<file path="src/rtl/core/rlim_pkg.sv">
package rlim_pkg;

	localparam int unsigned RL_NUM_CLASSES = 4;
	localparam int unsigned RL_CLASS_W     = 2;
	localparam int unsigned RL_TIME_W      = 32;
	localparam int unsigned RL_COUNT_W     = 8;
	localparam int unsigned RL_WLEN_W      = 16;
	localparam int unsigned RL_CFG_DATA_W  = 16;

	localparam logic [RL_COUNT_W-1:0] RL_LIMIT_RST = 8'd10;
	localparam logic [RL_WLEN_W-1:0]  RL_WLEN_RST  = 16'd60;

	// register indexes
	localparam logic RL_REG_LIMIT = 1'b0;
	localparam logic RL_REG_WLEN  = 1'b1;

	// item modes
	localparam logic RL_MODE_SUBMIT = 1'b0;
	localparam logic RL_MODE_STATS  = 1'b1;

	typedef enum logic {
		ST_IDLE,
		ST_CALC
	} rl_state_t;

	typedef struct packed {
		logic capture;
		logic exec;
	} rl_cmd_t;

	typedef struct packed {
		logic out_busy;
	} rl_status_t;

endpackage

</file>
<file path="src/rtl/core/per_class_fixed_window_rate_limiter_top.sv">
// Per-class fixed-window rate limiter.
// The input beat is captured in IDLE; CALC does the class read-modify-write and
// loads the result register once the output is free. A new item is taken only
// after the previous one leaves CALC; a stalled output beat holds the next item in CALC.
// Reset (arst_n low, async): all class windows never opened, counts and note
// flags zero, rate_limit = 10, window_length = 60, no result pending.
module per_class_fixed_window_rate_limiter_top #(
	parameter int unsigned NUM_CLASSES = rlim_pkg::RL_NUM_CLASSES
) (
	input  logic                                 clk,
	input  logic                                 arst_n,
	// event / stats input channel
	input  logic                                 in_valid,
	output logic                                 in_stall,
	input  logic                                 mode,
	input  logic [rlim_pkg::RL_CLASS_W-1:0]      event_class,
	input  logic [rlim_pkg::RL_TIME_W-1:0]       now,
	// result channel
	output logic                                 out_valid,
	input  logic                                 out_stall,
	output logic                                 allowed,
	output logic                                 note,
	output logic [rlim_pkg::RL_COUNT_W-1:0]      count,
	output logic                                 notified,
	// config write channel: index 0 rate_limit, index 1 window_length
	input  logic                                 cfg_valid,
	output logic                                 cfg_ready,
	input  logic                                 cfg_index,
	input  logic [rlim_pkg::RL_CFG_DATA_W-1:0]   cfg_data
);

	rlim_pkg::rl_cmd_t    cmd;
	rlim_pkg::rl_status_t status;

	// config writes are registered and always accepted
	assign cfg_ready = 1'b1;

	// FSM: IDLE takes an input beat, CALC does the class update and loads
	// the output register once it is free.
	rlim_ctrl u_ctrl (
		.clk      (clk),
		.arst_n   (arst_n),
		.in_valid (in_valid),
		.in_stall (in_stall),
		.status   (status),
		.cmd      (cmd)
	);

	// Class state table, window check, count/note update, result register.
	rlim_dp #(
		.NUM_CLASSES (NUM_CLASSES)
	) u_dp (
		.clk         (clk),
		.arst_n      (arst_n),
		.cmd         (cmd),
		.status      (status),
		.cfg_we      (cfg_valid && cfg_ready),
		.cfg_index   (cfg_index),
		.cfg_data    (cfg_data),
		.mode        (mode),
		.event_class (event_class),
		.now         (now),
		.out_valid   (out_valid),
		.out_stall   (out_stall),
		.allowed     (allowed),
		.note        (note),
		.count       (count),
		.notified    (notified)
	);

	// an accepted beat makes the block busy while it is in CALC
	assert property (@(posedge clk) disable iff (!arst_n)
		(in_valid && !in_stall) |=> in_stall)
		else $error("input taken while previous item in calc");

	// allowed and note are exclusive
	assert property (@(posedge clk) disable iff (!arst_n)
		out_valid |-> !(allowed && note))
		else $error("allowed and note both set");

	// a note always leaves the class flag set
	assert property (@(posedge clk) disable iff (!arst_n)
		(out_valid && note) |-> notified)
		else $error("note without notified flag");

	// an allowed event has been counted
	assert property (@(posedge clk) disable iff (!arst_n)
		(out_valid && allowed) |-> (count != '0))
		else $error("allowed event with zero count");

endmodule

</file>
<file path="src/rtl/core/rlim_ctrl.sv">
module rlim_ctrl (
	input  logic                clk,
	input  logic                arst_n,
	input  logic                in_valid,
	output logic                in_stall,
	input  rlim_pkg::rl_status_t status,
	output rlim_pkg::rl_cmd_t    cmd
);

	rlim_pkg::rl_state_t state_q, state_nxt;

	always_ff @(posedge clk or negedge arst_n) begin
		if (!arst_n) begin
			state_q <= rlim_pkg::ST_IDLE;
		end else begin
			state_q <= state_nxt;
		end
	end

	always_comb begin
		state_nxt = state_q;
		case (state_q)
			rlim_pkg::ST_IDLE: begin
				if (in_valid) begin
					state_nxt = rlim_pkg::ST_CALC;
				end
			end
			rlim_pkg::ST_CALC: begin
				if (!status.out_busy) begin
					state_nxt = rlim_pkg::ST_IDLE;
				end
			end
			default: state_nxt = rlim_pkg::ST_IDLE;
		endcase
	end

	always_comb begin
		in_stall    = 1'b1;
		cmd.capture = 1'b0;
		cmd.exec    = 1'b0;
		case (state_q)
			rlim_pkg::ST_IDLE: begin
				in_stall    = 1'b0;
				cmd.capture = in_valid;
			end
			rlim_pkg::ST_CALC: begin
				cmd.exec = !status.out_busy;
			end
			default: ;
		endcase
	end

endmodule

</file>
<file path="src/rtl/core/rlim_dp.sv">
module rlim_dp #(
	parameter int unsigned NUM_CLASSES = rlim_pkg::RL_NUM_CLASSES
) (
	input  logic                                 clk,
	input  logic                                 arst_n,
	input  rlim_pkg::rl_cmd_t                    cmd,
	output rlim_pkg::rl_status_t                 status,
	input  logic                                 cfg_we,
	input  logic                                 cfg_index,
	input  logic [rlim_pkg::RL_CFG_DATA_W-1:0]   cfg_data,
	input  logic                                 mode,
	input  logic [rlim_pkg::RL_CLASS_W-1:0]      event_class,
	input  logic [rlim_pkg::RL_TIME_W-1:0]       now,
	output logic                                 out_valid,
	input  logic                                 out_stall,
	output logic                                 allowed,
	output logic                                 note,
	output logic [rlim_pkg::RL_COUNT_W-1:0]      count,
	output logic                                 notified
);

	localparam int unsigned IdxW = (NUM_CLASSES > 1) ? $clog2(NUM_CLASSES) : 1;
	localparam int unsigned TW   = rlim_pkg::RL_TIME_W;
	localparam int unsigned CW   = rlim_pkg::RL_COUNT_W;
	localparam int unsigned WW   = rlim_pkg::RL_WLEN_W;

	logic [CW-1:0] limit_q;
	logic [WW-1:0] wlen_q;

	logic [TW-1:0] start_q [NUM_CLASSES];
	logic [CW-1:0] cnt_q   [NUM_CLASSES];
	logic          sent_q  [NUM_CLASSES];

	// captured item
	logic                          mode_q;
	logic [rlim_pkg::RL_CLASS_W-1:0] cls_q;
	logic [TW-1:0]                 now_q;

	logic          out_valid_q;
	logic          allowed_q, note_q, notified_q;
	logic [CW-1:0] count_q;

	logic [IdxW-1:0] idx;
	logic            cls_ok;
	logic [TW-1:0]   cur_start, elapsed;
	logic [CW-1:0]   cur_cnt, base_cnt, new_cnt;
	logic            cur_sent, base_sent, new_sent;
	logic            restart, res_allowed, res_note, upd;

	always_ff @(posedge clk or negedge arst_n) begin
		if (!arst_n) begin
			limit_q <= rlim_pkg::RL_LIMIT_RST;
			wlen_q  <= rlim_pkg::RL_WLEN_RST;
		end else if (cfg_we) begin
			if (cfg_index == rlim_pkg::RL_REG_LIMIT) begin
				limit_q <= cfg_data[CW-1:0];
			end else begin
				wlen_q <= cfg_data[WW-1:0];
			end
		end
	end

	always_ff @(posedge clk) begin
		if (cmd.capture) begin
			mode_q <= mode;
			cls_q  <= event_class;
			now_q  <= now;
		end
	end

	assign idx    = IdxW'(cls_q);
	assign cls_ok = 32'(cls_q) < 32'(NUM_CLASSES);

	always_comb begin
		cur_start   = '0;
		cur_cnt     = '0;
		cur_sent    = 1'b0;
		if (cls_ok) begin
			cur_start = start_q[idx];
			cur_cnt   = cnt_q[idx];
			cur_sent  = sent_q[idx];
		end
		elapsed     = now_q - cur_start;
		restart     = (cur_start == '0) || (elapsed >= TW'(wlen_q));
		base_cnt    = restart ? '0 : cur_cnt;
		base_sent   = restart ? 1'b0 : cur_sent;
		new_cnt     = base_cnt;
		new_sent    = base_sent;
		res_allowed = 1'b0;
		res_note    = 1'b0;
		if (base_cnt < limit_q) begin
			new_cnt     = base_cnt + CW'(1);
			res_allowed = 1'b1;
		end else if (!base_sent) begin
			new_sent = 1'b1;
			res_note = 1'b1;
		end
	end

	assign upd = cmd.exec && cls_ok && (mode_q == rlim_pkg::RL_MODE_SUBMIT);

	always_ff @(posedge clk or negedge arst_n) begin
		if (!arst_n) begin
			for (int i = 0; i < NUM_CLASSES; i++) begin
				start_q[i] <= '0;
				cnt_q[i]   <= '0;
				sent_q[i]  <= 1'b0;
			end
		end else if (upd) begin
			start_q[idx] <= restart ? now_q : cur_start;
			cnt_q[idx]   <= new_cnt;
			sent_q[idx]  <= new_sent;
		end
	end

	always_ff @(posedge clk or negedge arst_n) begin
		if (!arst_n) begin
			out_valid_q <= 1'b0;
		end else if (cmd.exec) begin
			out_valid_q <= 1'b1;
		end else if (!out_stall) begin
			out_valid_q <= 1'b0;
		end
	end

	always_ff @(posedge clk) begin
		if (cmd.exec) begin
			if (!cls_ok) begin
				allowed_q  <= 1'b0;
				note_q     <= 1'b0;
				count_q    <= '0;
				notified_q <= 1'b0;
			end else if (mode_q == rlim_pkg::RL_MODE_STATS) begin
				allowed_q  <= 1'b0;
				note_q     <= 1'b0;
				count_q    <= cur_cnt;
				notified_q <= cur_sent;
			end else begin
				allowed_q  <= res_allowed;
				note_q     <= res_note;
				count_q    <= new_cnt;
				notified_q <= new_sent;
			end
		end
	end

	assign status.out_busy = out_valid_q && out_stall;
	assign out_valid = out_valid_q;
	assign allowed   = allowed_q;
	assign note      = note_q;
	assign count     = count_q;
	assign notified  = notified_q;

endmodule
</file>
<file path="config.mk">
export PLATFORM = sky130hd
export DESIGN_NAME = per_class_fixed_window_rate_limiter_top
export DESIGN_NICKNAME = d
export VERILOG_FILES = /design/src/rtl/core/rlim_pkg.sv /design/src/rtl/core/per_class_fixed_window_rate_limiter_top.sv /design/src/rtl/core/rlim_ctrl.sv /design/src/rtl/core/rlim_dp.sv
export SDC_FILE = /design/constraint.sdc
export NUM_CORES = 1
export LEC_CHECK = 0
export ABC_AREA = 1
export BUFFER_PORTS_ARGS = -buffer_cell sky130_fd_sc_hd__buf_2
export CAP_MARGIN = 20
export CORE_AREA = 2 2 162 148
export CTS_BUF_LIST = sky130_fd_sc_hd__clkbuf_4 sky130_fd_sc_hd__clkbuf_8
export CTS_CLUSTER_DIAMETER = 200
export DETAILED_ROUTE_END_ITERATION = 8
export DIE_AREA = 0 0 164 150
export GPL_TIMING_DRIVEN = 0
export PLACE_DENSITY = 0.82
export SYNTH_ARGS = -nofsm -noshare
export SYNTH_HDL_FRONTEND = slang
export SYNTH_SLANG_ARGS = --single-unit
export TNS_END_PERCENT = 5
</file>
<file path="constraint.sdc">
create_clock -name clk -period 5.95 [get_ports clk]
set_input_delay 0.2975 -clock clk [delete_from_list [all_inputs] [get_ports clk]]
set_output_delay 0.2975 -clock clk [all_outputs]
set_load 0.02 [all_outputs]
</file>
==> out/results.ini <==
[run_status]
status = complete, no violations

[pwr]
leakagePower_nw = 8.36
power_per_cell_area_nw_per_um2 = 475
ir_drop_mv = 0.283
finalPower_mw = 7.48

[drt]
drc = 0
drt_iter0_markers = 1418
vias = 13000
viasPerCell = 5.52
wl_per_cell_um = 17.1
wirelength_mm = 40.3
ant_nets = 0
firstDrtPassIters = 6

[worst_setup_path]
cpMostUsedCell = nand2_1
cp_slowest_cell = edfxtp_1
crit_required_ns = 6.23
cp-startpoint = u_dp.cls_q[0]$_DFFE_PP_
end_kind = register
crit_fanout = 10
slowest_delay_ns = 0.54
r2r-start = u_dp.cls_q[0]$_DFFE_PP_
cp.arrival_ns = 5.96
criticalPathCategory = reg -> reg
cp-start-kind = register

[hold_path]
hold_class = in -> reg
hold_start = cfg_data[11]

[layout]
design_area_sq_um = 15800
drive_gt1_share_pct = 11.6
fillers = 1890
nNetsFinal = 2144
multi_input_area_sq_um = 6510
area_growth_pct = 16.1
utilization_pct = 68.5
seqCellArea_sq_um = 6140
final_cell_mix = nand2_1 (805), inv_1 (196), dfrtp_1 (184)
final_common_cell = nand2_1
layoutNonFillerInstCount = 2362

[global_route]
antenna_found_initial = 0
grt_max_degree = 116
grt_pass1_wl_mm = 63.4
grt_use_total_pct = 33.3
grt_pass1_vias = 12300
grt-ovfl-total = 0

[synthesis]
avgSynthCellArea_sq_um = 7.25
ys_ff_latch = 236
synth_ff_type = dfrtp_1
async_reset_ff_share_pct = 80.5
synth_warnings = 0
syn_nets = 1987
syn_inst = 1873
synth.distinct_cells = 40
synth-edff-count = 46
synth_area_sq_um = 13600
ys_seq_area_share_pct = 45.2

[die]
ioPinCount = 71
die_h_um = 150
initial_core_util_pct = 59.0
die_width_um = 164
die-area_sq_um = 24600
fp-row-count = 53
coreArea_sq_um = 23000

[place]
preCtsSetupSlack_ns = -0.325
post-place-cells = 2247
dpl_cell_area_sq_um = 14400
portBuffers = 69
gp_congestion = 0.956
hpwl_mm = 28.9

[clock_tree]
cts_tree = done
numCtsBuffers = 38
htreeDepth = 2
root_buffer = clkbuf_8
clock_path_buffers = 3
clk_pin_slew_ns = 0.06
clock_sinks = 236
worstSkewPairLatency_ns = 0.56

[sta]
setup_viol_count_final = 0
slew_violations = 0
skew_ns = 0.0361
hold_viol_final = 0
worst_pin_slew_ns = 0.833
fin_ws_ns = 0.264
finalCritPeriodShare_pct = 95.6
fin_crit_ns = 5.69
fmax_mhz = 176
maxSlewHeadroom_pct = 44.4

[job]
drv_cap = 0

[what timing repair did]
action,4_1_cts,5_1_grt
endpoints found under the setup margin,46,175
pin swaps,1,4
setup buffers,1,6
cloned,0,0
hold buffers,38,0
resized for setup,5,35
endpoints found under the hold margin,106,0
[per-stage QoR]
| stage | hold slack, ns | setup TNS (ns) |
|---|---|---|
| 6_report | 0.0246 | 0 |
| 4_1_cts | 0.00511 | 0 |
| 5_1_grt | 0.0228 | -0.407 |
| 3_5_place_dp | 0.313 | -7.71 |
| 3_3_place_gp | 0.462 | -20.85 |
| 2_1_floorplan | 0.00191 | 0 |
[layout make-up]
type,instances,area share (%)
clock buffers,63,4.79
diodes,1,0.0159
inverters,202,4.81
flip-flops and latches,236,39.0
multi-input cells,1372,41.3
well taps,302,2.40
repair buffers,117,5.40
plain buffers,63,2.03
clock inverters,6,0.278
[critical path: cells and delay by family, from the launching register on]
kind	cells	cell delay [ns]
simple gates	22	2.47
fa+ha+maj	3	0.93
buf+inv	5	0.69
compound gates	3	0.55
flops	1	0.54
xor+xnor	1	0.20
[registers in the layout (all words and copies together), names as in the netlist]
signal and count:
u_dp.allowed 1, u_dp.start_q 128, u_dp.count 8, u_ctrl.state_q 1, u_dp.out_valid 1, u_dp.notified 1, u_dp.note 1, u_dp.cls_q 2
u_dp.limit_q 8, u_dp.wlen_q 16, u_dp.cnt_q 32, u_dp.now_q 32, u_dp.sent_q 4, u_dp.mode_q 1
[metal layers]
| layer | wire length [um] | track usage [%] | up-vias |
|---|---|---|---|
| met2 | 18800 | 53.6 | 644 |
| li1 | - | - | 6199 |
| met4 | 1640 | 15.3 | 0 |
| met1 | 16400 | 44.2 | 6064 |
| met5 | 0 | 0 | - |
| met3 | 3380 | 5.93 | 133 |
[cells by family (layout without fill, tap and decap cells)]
group                      after synthesis  in the layout  share of synthesized area (%)
and+or+nand+nor                       1051           1051                           30.9
xor gates and xnor gates                18             18                           1.16
other                                    1              2                         0.0276
buffers and inverters                  265            451                           7.72
adders and majority gates               57             57                           5.31
DFF                                    236            236                           45.2
AOI/OAI and AO/OA                      245            245                           9.59
[Yosys cell counts (all sizes together), types with 15 or more instances]
master  instances  area, sq um
nand3          57          295
ha             56          701
xor2           15          131
nor2          136          556
clkbuf         42          158
a21oi          35          175
o21ai         183          916
inv           200          751
buf            21          133
edfxtp         46         1380
nand2         826         3140
dfrtp         184         4600
[power breakdown]
group / switching [mW] / total, mW / internal, mW
clock: 0.663 / 1.47 / 0.804
combinational: 2.33 / 3.52 / 1.19
sequential: 0.304 / 2.49 / 2.19
total: 3.30 / 7.48 / 4.18
[worst paths after layout]
path                                                 to  slack [ns]  cells past startpoint
max                             u_dp.count[2]$_DFFE_PP_        0.26                     34
min                         u_dp.wlen_q[11]$_DFFE_PN0P_        0.02                      3
max reg2reg                     u_dp.count[2]$_DFFE_PP_        0.26                     34
min reg2reg                  u_dp.cnt_q[13]$_DFFE_PN0P_        0.48                      2
max in group asynchronous  u_dp.start_q[50]$_DFFE_PN0P_        4.67                      3
min in group asynchronous   u_dp.start_q[5]$_DFFE_PN0P_        0.29                      2
Power figures use the tool's default switching activity.
